==> config.mk <==
export PLATFORM = sky130hd
export DESIGN_NAME = sliding_window_percentile_flat
export DESIGN_NICKNAME = d
export VERILOG_FILES = /design/src/sv/swp_pkg.sv /design/src/sv/swp_in_if.sv /design/src/sv/swp_out_if.sv /design/src/sv/sliding_window_percentile.sv /design/src/flat_wrapper.sv
export VERILOG_INCLUDE_DIRS = /design/src /design/src/sv
export SDC_FILE = /design/constraint.sdc
export NUM_CORES = 1
export LEC_CHECK = 0
export BUFFER_PORTS_ARGS = -buffer_cell sky130_fd_sc_hd__clkbuf_2
export CORE_MARGIN = 2
export CORE_UTILIZATION = 35
export DETAILED_ROUTE_END_ITERATION = 10
export SETUP_SLACK_MARGIN = 0.5
export SYNTH_ARGS = -nofsm -noshare
export SYNTH_HDL_FRONTEND = slang
export SYNTH_SLANG_ARGS = --single-unit
export TNS_END_PERCENT = 1
==> constraint.sdc <==
create_clock -name clk -period 7.6 [get_ports clk]
set_input_delay 0.76 -clock clk [delete_from_list [all_inputs] [get_ports clk]]
set_output_delay 0.76 -clock clk [all_outputs]
set_load 0.1 [all_outputs]
==> src/sv/sliding_window_percentile_defines.svh <==
// ---------------------------------------------------------------------------
// Sliding window percentile assertion macros
// Concurrent assertion helpers, compiled out for synthesis.
// ---------------------------------------------------------------------------
`ifndef SLIDING_WINDOW_PERCENTILE_DEFINES_SVH
`define SLIDING_WINDOW_PERCENTILE_DEFINES_SVH

`ifndef SYNTHESIS
// Property that must hold at every clock edge outside reset.
`define SWP_ASSERT(label, prop) \
  label: assert property (@(posedge clk) disable iff (rst) (prop)) \
    else $error("sliding_window_percentile assertion failed");
// Implication: when the condition holds, the outcome follows in the next cycle.
`define SWP_ASSERT_NEXT(label, cond, outcome) \
  label: assert property (@(posedge clk) disable iff (rst) (cond) |=> (outcome)) \
    else $error("sliding_window_percentile assertion failed");
`else
`define SWP_ASSERT(label, prop)
`define SWP_ASSERT_NEXT(label, cond, outcome)
`endif

`endif

==> src/sv/swp_pkg.sv <==
// ---------------------------------------------------------------------------
// Sliding window percentile package
// Sizes, types and register codes shared by the filter and its interfaces.
// ---------------------------------------------------------------------------
`timescale 1ns / 1ps

package swp_pkg;

  localparam int WINDOW_SIZE  = 64;
  localparam int SAMPLE_WIDTH = 16;

  localparam int SLOT_W     = $clog2(WINDOW_SIZE);
  localparam int CNT_W      = $clog2(WINDOW_SIZE + 1);
  localparam int BIT_W      = $clog2(SAMPLE_WIDTH);
  localparam int RANK_W     = 7;
  localparam int CFG_DATA_W = (RANK_W > SAMPLE_WIDTH) ? RANK_W : SAMPLE_WIDTH;

  localparam logic [RANK_W-1:0] RANK_RESET = RANK_W'(32);

  typedef logic signed [SAMPLE_WIDTH-1:0] sample_t;

  // Configuration register indexes.
  typedef enum logic [0:0] {
    CFG_RANK = 1'b0,
    CFG_FILL = 1'b1
  } cfg_reg_t;

endpackage

==> src/sv/swp_in_if.sv <==
// ---------------------------------------------------------------------------
// Sliding window percentile sample channel
// Valid/ready channel carrying one sample per item.
// ---------------------------------------------------------------------------
`timescale 1ns / 1ps

interface swp_in_if;
  logic             valid;
  logic             ready;
  swp_pkg::sample_t sample;

  modport source (output valid, output sample, input ready);
  modport sink   (input valid, input sample, output ready);
endinterface

==> src/sv/swp_out_if.sv <==
// ---------------------------------------------------------------------------
// Sliding window percentile result channel
// Valid/ready channel carrying the selected value and the window status.
// ---------------------------------------------------------------------------
`timescale 1ns / 1ps

interface swp_out_if;
  logic             valid;
  logic             ready;
  swp_pkg::sample_t percentile_value;
  logic             window_full;

  modport source (output valid, output percentile_value, output window_full, input ready);
  modport sink   (input valid, input percentile_value, input window_full, output ready);
endinterface

==> src/sv/sliding_window_percentile.sv <==
// ---------------------------------------------------------------------------
// Sliding window percentile filter
// Rank-order filter over the last WINDOW_SIZE samples, one compare unit.
// ---------------------------------------------------------------------------
// Usage: each item on the samples channel overwrites the oldest slot of a
// circular window, and one item on the results channel follows with the
// rank_select-th smallest value in the window and a flag that is set once
// every slot holds a real sample. Slots not yet written count as fill_value.
// Both registers are written through the cfg port; the user must write them
// only while the block is idle, which the block itself does not enforce.
// The result is found by a bitwise search from the MSB: for each bit, one
// comparator sweeps the window memory (one slot per cycle, registered read)
// and counts the slots at or below a trial threshold.
// The search time is set by the sweep of the single memory read port. One item
// is in work at a time: the samples channel is ready only while the sequencer
// is idle.
// The next item is accepted while the previous result is still held in the
// output register; a stalled receiver only holds up the loading of the next
// result. Reset empties the window, returns rank_select to 32 and fill_value
// to 0, and leaves the memory contents as they are (unwritten slots read as
// fill_value through the sample count).
// ---------------------------------------------------------------------------
`timescale 1ns / 1ps
`include "sliding_window_percentile_defines.svh"

module sliding_window_percentile (
  input  logic                                 clk,
  input  logic                                 rst,
  input  logic                                 cfg_wr_en,
  input  swp_pkg::cfg_reg_t                    cfg_index,
  input  logic [swp_pkg::CFG_DATA_W-1:0]       cfg_data,
  swp_in_if.sink                               samples,
  swp_out_if.source                            results
);

  localparam int SW = swp_pkg::SAMPLE_WIDTH;
  localparam int W  = swp_pkg::WINDOW_SIZE;

  typedef enum logic [3:0] {
    S_IDLE = 4'b0001,
    S_SCAN = 4'b0010,
    S_LAST = 4'b0100,
    S_DONE = 4'b1000
  } state_t;

  // Configuration registers.
  logic [swp_pkg::RANK_W-1:0] rank_select;
  swp_pkg::sample_t           fill_value;

  // Window storage and its bookkeeping.
  logic [SW-1:0]              window_store [W];
  logic [swp_pkg::SLOT_W-1:0] oldest_slot;
  logic [swp_pkg::CNT_W-1:0]  samples_seen;

  // Sequencer.
  state_t                     state;
  logic [swp_pkg::SLOT_W-1:0] scan_addr;
  logic [swp_pkg::BIT_W-1:0]  bit_idx;
  logic [SW-1:0]              prefix;     // decided result bits, offset-binary
  logic [swp_pkg::CNT_W-1:0]  cnt_acc;
  logic [swp_pkg::CNT_W-1:0]  rank_eff;

  // Registered memory read.
  logic [SW-1:0]              rd_data;
  logic [swp_pkg::SLOT_W-1:0] rd_slot;
  logic                       rd_vld;

  // Output register.
  logic                       out_valid;
  swp_pkg::sample_t           out_value;
  logic                       out_full;

  logic                       accept;
  logic                       out_load;
  logic                       window_full;
  logic [SW-1:0]              elem;
  logic [SW-1:0]              elem_u;
  logic [SW-1:0]              trial;
  logic                       hit;
  logic [swp_pkg::CNT_W-1:0]  cnt_fin;
  logic [swp_pkg::CNT_W-1:0]  rank_clamped;

  assign samples.ready = (state == S_IDLE);
  assign accept        = samples.valid && samples.ready;
  assign out_load      = (state == S_DONE) && (!out_valid || results.ready);
  assign window_full   = (samples_seen == swp_pkg::CNT_W'(W));

  assign results.valid            = out_valid;
  assign results.percentile_value = out_value;
  assign results.window_full      = out_full;

  // Rank zero selects the minimum; a rank beyond the window selects the maximum.
  always_comb begin
    if (rank_select == '0) begin
      rank_clamped = swp_pkg::CNT_W'(1);
    end else if (32'(rank_select) > 32'(W)) begin
      rank_clamped = swp_pkg::CNT_W'(W);
    end else begin
      rank_clamped = swp_pkg::CNT_W'(rank_select);
    end
  end

  // Compare unit: slots past the sample count read as the fill value. Values are
  // compared in offset binary so that an unsigned compare orders signed samples.
  always_comb begin
    if (swp_pkg::CNT_W'(rd_slot) < samples_seen) begin
      elem = rd_data;
    end else begin
      elem = fill_value;
    end
    elem_u  = {~elem[SW-1], elem[SW-2:0]};
    trial   = prefix | ~({SW{1'b1}} << bit_idx);
    hit     = rd_vld && (elem_u <= trial);
    cnt_fin = cnt_acc + swp_pkg::CNT_W'(hit);
  end

  // Configuration writes.
  always_ff @(posedge clk) begin
    if (rst) begin
      rank_select <= swp_pkg::RANK_RESET;
      fill_value  <= '0;
    end else if (cfg_wr_en) begin
      unique case (cfg_index)
        swp_pkg::CFG_RANK: rank_select <= cfg_data[swp_pkg::RANK_W-1:0];
        swp_pkg::CFG_FILL: fill_value  <= cfg_data[SW-1:0];
        default:           rank_select <= rank_select;
      endcase
    end
  end

  // Window memory: one write on accept, one registered read per sweep cycle.
  always_ff @(posedge clk) begin
    if (accept) begin
      window_store[oldest_slot] <= samples.sample;
    end
    rd_data <= window_store[scan_addr];
    rd_slot <= scan_addr;
  end

  // Sequencer and search state.
  always_ff @(posedge clk) begin
    if (rst) begin
      state        <= S_IDLE;
      oldest_slot  <= '0;
      samples_seen <= '0;
      scan_addr    <= '0;
      bit_idx      <= '0;
      cnt_acc      <= '0;
      rd_vld       <= 1'b0;
    end else begin
      rd_vld <= 1'b0;
      unique case (state)
        S_IDLE: begin
          if (accept) begin
            oldest_slot <= (oldest_slot == swp_pkg::SLOT_W'(W - 1)) ? '0 : oldest_slot + 1'b1;
            if (!window_full) begin
              samples_seen <= samples_seen + 1'b1;
            end
            rank_eff  <= rank_clamped;
            prefix    <= '0;
            bit_idx   <= swp_pkg::BIT_W'(SW - 1);
            scan_addr <= '0;
            cnt_acc   <= '0;
            state     <= S_SCAN;
          end
        end
        S_SCAN: begin
          rd_vld  <= 1'b1;
          cnt_acc <= cnt_fin;
          if (scan_addr == swp_pkg::SLOT_W'(W - 1)) begin
            scan_addr <= '0;
            state     <= S_LAST;
          end else begin
            scan_addr <= scan_addr + 1'b1;
          end
        end
        S_LAST: begin
          // Too few slots at or below the trial: the result has this bit set.
          if (cnt_fin < rank_eff) begin
            prefix <= prefix | (SW'(1) << bit_idx);
          end
          cnt_acc <= '0;
          if (bit_idx == '0) begin
            state <= S_DONE;
          end else begin
            bit_idx <= bit_idx - 1'b1;
            state   <= S_SCAN;
          end
        end
        S_DONE: begin
          if (out_load) begin
            state <= S_IDLE;
          end
        end
        default: state <= S_IDLE;
      endcase
    end
  end

  // Output register.
  always_ff @(posedge clk) begin
    if (rst) begin
      out_valid <= 1'b0;
    end else if (out_load) begin
      out_valid <= 1'b1;
    end else if (results.ready) begin
      out_valid <= 1'b0;
    end
  end

  always_ff @(posedge clk) begin
    if (out_load) begin
      out_value <= {~prefix[SW-1], prefix[SW-2:0]};
      out_full  <= window_full;
    end
  end

  `SWP_ASSERT(a_seen_bounded, samples_seen <= swp_pkg::CNT_W'(W))
  `SWP_ASSERT(a_count_bounded, cnt_acc <= swp_pkg::CNT_W'(W))
  `SWP_ASSERT_NEXT(a_accept_starts_search, accept, state == S_SCAN && prefix == '0)
  `SWP_ASSERT_NEXT(a_accept_top_bit, accept, bit_idx == swp_pkg::BIT_W'(SW - 1))
  `SWP_ASSERT_NEXT(a_load_full_flag, out_load, out_valid && out_full == window_full)

endmodule
==> src/flat_wrapper.sv <==
// flat-port wrapper written by rule: the top's interface ports become plain ports
module sliding_window_percentile_flat 
  (clk, rst, cfg_wr_en, cfg_index, cfg_data, samples_valid, samples_sample, samples_ready, results_valid, results_percentile_value, results_window_full, results_ready);
  swp_in_if samples_i ();
  swp_out_if results_i ();
  input  logic clk;
  input  logic rst;
  input  logic cfg_wr_en;
  input  swp_pkg::cfg_reg_t cfg_index;
  input  logic [swp_pkg::CFG_DATA_W-1:0] cfg_data;
  input wire logic [$bits(samples_i.valid)-1:0] samples_valid;
  input wire logic [$bits(samples_i.sample)-1:0] samples_sample;
  output wire logic [$bits(samples_i.ready)-1:0] samples_ready;
  output wire logic [$bits(results_i.valid)-1:0] results_valid;
  output wire logic [$bits(results_i.percentile_value)-1:0] results_percentile_value;
  output wire logic [$bits(results_i.window_full)-1:0] results_window_full;
  input wire logic [$bits(results_i.ready)-1:0] results_ready;
  assign samples_i.valid = samples_valid;
  assign samples_i.sample = samples_sample;
  assign samples_ready = samples_i.ready;
  assign results_valid = results_i.valid;
  assign results_percentile_value = results_i.percentile_value;
  assign results_window_full = results_i.window_full;
  assign results_i.ready = results_ready;
  sliding_window_percentile u_core (.clk(clk), .rst(rst), .cfg_wr_en(cfg_wr_en), .cfg_index(cfg_index), .cfg_data(cfg_data), .samples(samples_i), .results(results_i));
endmodule
==> impl_metrics.yaml <==
clocking:
  hold_buffers: 0
  path_clk_slew_ps: 60
  cts_tree: "yes"
  cts_max_level: 3
  clock_latency_ps: 720
  cts_sinks: 1145
  max-clock-path-buffers: 3
  cts_resized: 0
  post_cts.repair.setup_buffers: 0
  cts_buffers: 111
  cts_root_buffer: "clkbuf_16"
global_route:
  overflow: 0
  grt-busiest-layer: "met2"
  grt_pass1_wl_um: 157000
  grtUsageMet1_pct: 22.5
  grt.total_usage_pct: 16.4
  antenna_found_initial: 5
  grt_pass1_vias: 22570
  grtUsageMet3_pct: 2.78
  met2_usage_pct: 26.7
  grt_max_degree: 88
synthesis:
  synth-async-reset-ratio_pct: 0
  ys_ff_latch: 1145
  syn-mean-instance-area_um2: 19.2
  syn_area_um2: 44700
  netlist_instances: 2330
  synth_edf_count: 1064
  synthesis.nets: 2409
  synth-main-ff-cell: "edfxtp_1"
  synthDistinctLibCells: 63
  synth_sequential_area_ratio_pct: 75.1
  ys.warnings.count: 0
floorplanning:
  die_w_um: 361
  core_area_um2: 127000
  num_rows: 131
  dieArea_um2: 131000
  die_h_um: 361
  initial_core_util_pct: 35.1
  io_pins: 57
route:
  drt-wirelength-per-cell_um: 25.5
  drt_iter0_drc: 2249
  vias_per_cell: 5.35
  firstDrtPassIters: 7
  drcViolationCount: 0
  drt-total-wl_um: 108000
  vias: 22689
  drtAntennaViolNets: 0
worst_hold_path:
  hold_path_end: "u_core.fill_value[11]$_SDFFE_PP0P_"
  worstHoldStart: "cfg_data[11]"
  hp-class: "in2reg"
  min_path_cells: 3
timing:
  tns_ps: 0
  rsz0062_at_grt: "no"
  worst_slew_pin_slew_ps: 1200
  slew_headroom_pct: 19.0
  finalHoldViolCount: 0
  slew_violations: 0
  setup_viol: 0
  period_needed_ps: 5670
  timing.fmax_ghz: 0.176
  post-route-period-util_pct: 74.6
  clock_skew_ps: 50.9
worst_setup_path:
  max_stage_delay_ps: 660
  criticalPathCategory: "reg2reg"
  crit_arrival_ps: 6040
  startpoint_type: "flop"
  end_kind: "flop"
  path_cells: "inv_1 -> ha_1 -> a21o_1 -> a21o_1 -> a21oi_1 -> o22a_1 -> mux2_2 -> ha_1 -> a21oi_1 -> nor2_1 -> a211oi_1 -> o21ai_0 -> o21ai_0 -> o311a_1 -> ha_1 -> ha_1 -> and3_1 -> nand3_1 -> xnor2_1 -> ha_1 -> nor3_1 -> o21ai_0 -> o21ai_1 -> buf_4"
  rr_startpoint: "u_core.samples_seen[1]$_SDFFE_PP0P_"
  crit_path_frequent_cell: "ha_1"
  crit_fanout: 16
  critPathRequiredTime_ps: 7970
  ff2ff_setup_slack_ps: 1930
  reg2reg_depth: 24
  r2r_end: "u_core.prefix[8]$_SDFFCE_PP0P_"
  slowest_stage: "o22a_1"
power_and_ir_drop:
  power.density_nw_per_um2: 282
  finalPower_mw: 14.4
  p_leak_nw: 15.6
  peakVddDrop_mv: 0.181
job:
  drv_cap: 0
placed_design:
  place.gp.congestion: 0.832
  post-dp-hpwl_um: 64900
  placed_area_um2: 47200
  io_buffers: 56
layout:
  final_layout_size_suffix_gt1_share_pct: 21.7
  area_growth_syn_to_layout_pct: 14.0
  fin_area_um2: 50900
  nets: 2560
outcome:
  status: "finished clean"
-- worst max-delay path: cells and delay by family (launching register included) --
kind,cells,cell delay (ps)
AO/OA/AOI/OAI,11,2240
XOR/XNOR,1,210
adder cells (fa/ha/maj),5,1290
buffers and inverters,2,340
flip-flops,1,360
multiplexers,1,410
AND/OR/NAND/NOR,4,530
-- cell usage after synthesis, drive strengths merged, types with 3 or more instances --
library cell,instances,area (um^2)
a2111oi,6,58.8
a211oi,60,450
a21o,5,37.5
a21oi,82,414
a221o,5,50.1
a22o,10,87.6
a22oi,28,210
a31oi,4,25.0
and2,3,18.8
and3,3,18.8
buf,80,538
clkbuf,44,165
dfxtp,81,1620
edfxtp,1064,32000
ha,41,513
inv,20,75.1
mux2,16,180
mux2i,181,1810
mux4,193,4350
nand2,58,218
nand2b,9,56.3
nand3,12,60.1
nand3b,6,45.0
nand4,8,50.1
nor2,140,526
nor2b,17,106
nor3,22,110
nor4b,3,47.5
o21ai,24,120
o22ai,57,363
or3,8,50.1
or4b,3,30.0
xnor2,11,96.3
xor2,5,43.8
-- state kept, by name (all words and copies together) (netlist names) --
name / count
u_core.bit_idx: 4
u_core.cnt_acc: 7
u_core.fill_value: 16
u_core.oldest_slot: 6
u_core.prefix: 16
u_core.rank_eff: 7
u_core.rank_select: 7
u_core.rd_data: 16
u_core.rd_slot: 6
u_core.rd_vld: 1
u_core.results.percentile_value: 16
u_core.results.valid: 1
u_core.results.window_full: 1
u_core.samples_seen: 7
u_core.scan_addr: 6
u_core.state: 4
u_core.window_store: 1024
-- cell families after synthesis --
logic type	Yosys count	share of synthesized area, %
flip-flops	1145	75.1
multiplexers	390	14.2
AO/OA/AOI/OAI	298	4.41
AND/OR/NAND/NOR	296	3.06
buffers and inverters	144	1.74
adder cells (fa/ha/maj)	41	1.15
XOR/XNOR	16	0.314
-- layer usage --
layer	share of wire, %	vias to the layer above
met5	0.012	-
met1	43	11914
met3	6.2	166
met2	48	797
li1	-	9810
met4	2.8	2
-- where the power goes --
| part | leakage (nW) | switching (mW) | internal (mW) |
|---|---|---|---|
| Combinational | 3.59 | 0.952 | 0.597 |
| Clock | 1.81 | 2.37 | 3.27 |
| Sequential | 10.2 | 0.141 | 7.06 |
| Total | 15.6 | 3.46 | 10.9 |
-- through the flow --
step,setup WS [ps],util [%],cells,hold slack [ps]
final,1930,40.0,4238,282
after global routing,1490,40.0,4238,261
after CTS,1870,40.0,4236,226
after floorplan,1810,-,2330,326
after detailed placement,1880,37.1,4029,382
after global placement,1940,37.1,4029,396
-- placed cells by master (no fill, tap or decap), types with 26 or more instances in the layout --
cell type,n
a21oi_1,81
o22ai_1,56
nor2_1,132
clkbuf_16,113
dfxtp_1,78
mux2i_1,181
clkbuf_2,57
a22oi_1,28
mux4_2,193
ha_1,41
buf_4,103
nand2_1,58
a211oi_1,60
edfxtp_1,1064
clkinv_1,26
-- worst max path at each step --
stage	startpoint	endpoint	slack (ps)
after global placement	u_core.samples_seen[1]$_SDFFE_PP0P_	u_core.prefix[7]$_SDFFCE_PP0P_	1940
after CTS	u_core.samples_seen[1]$_SDFFE_PP0P_	u_core.prefix[8]$_SDFFCE_PP0P_	1870
after floorplan	u_core.samples_seen[1]$_SDFFE_PP0P_	u_core.prefix[0]$_SDFFCE_PP0P_	1810
final	u_core.samples_seen[1]$_SDFFE_PP0P_	u_core.prefix[8]$_SDFFCE_PP0P_	1930
after detailed placement	u_core.samples_seen[1]$_SDFFE_PP0P_	u_core.prefix[6]$_SDFFCE_PP0P_	1880
after global routing	u_core.samples_seen[1]$_SDFFE_PP0P_	u_core.prefix[8]$_SDFFCE_PP0P_	1490
-- final cells by class --
cell class	instances	area, um^2
Fill cell	11208	76300
Sequential cell	1145	33600
Multi-Input combinational cell	1041	10400
Clock buffer	131	2900
Tap cell	1662	2080
Timing Repair Buffer	162	1100
Clock inverter	76	842
Inverter	20	75.1
Antenna cell	1	2.50
No activity file was read; power rests on OpenSTA's default activity.
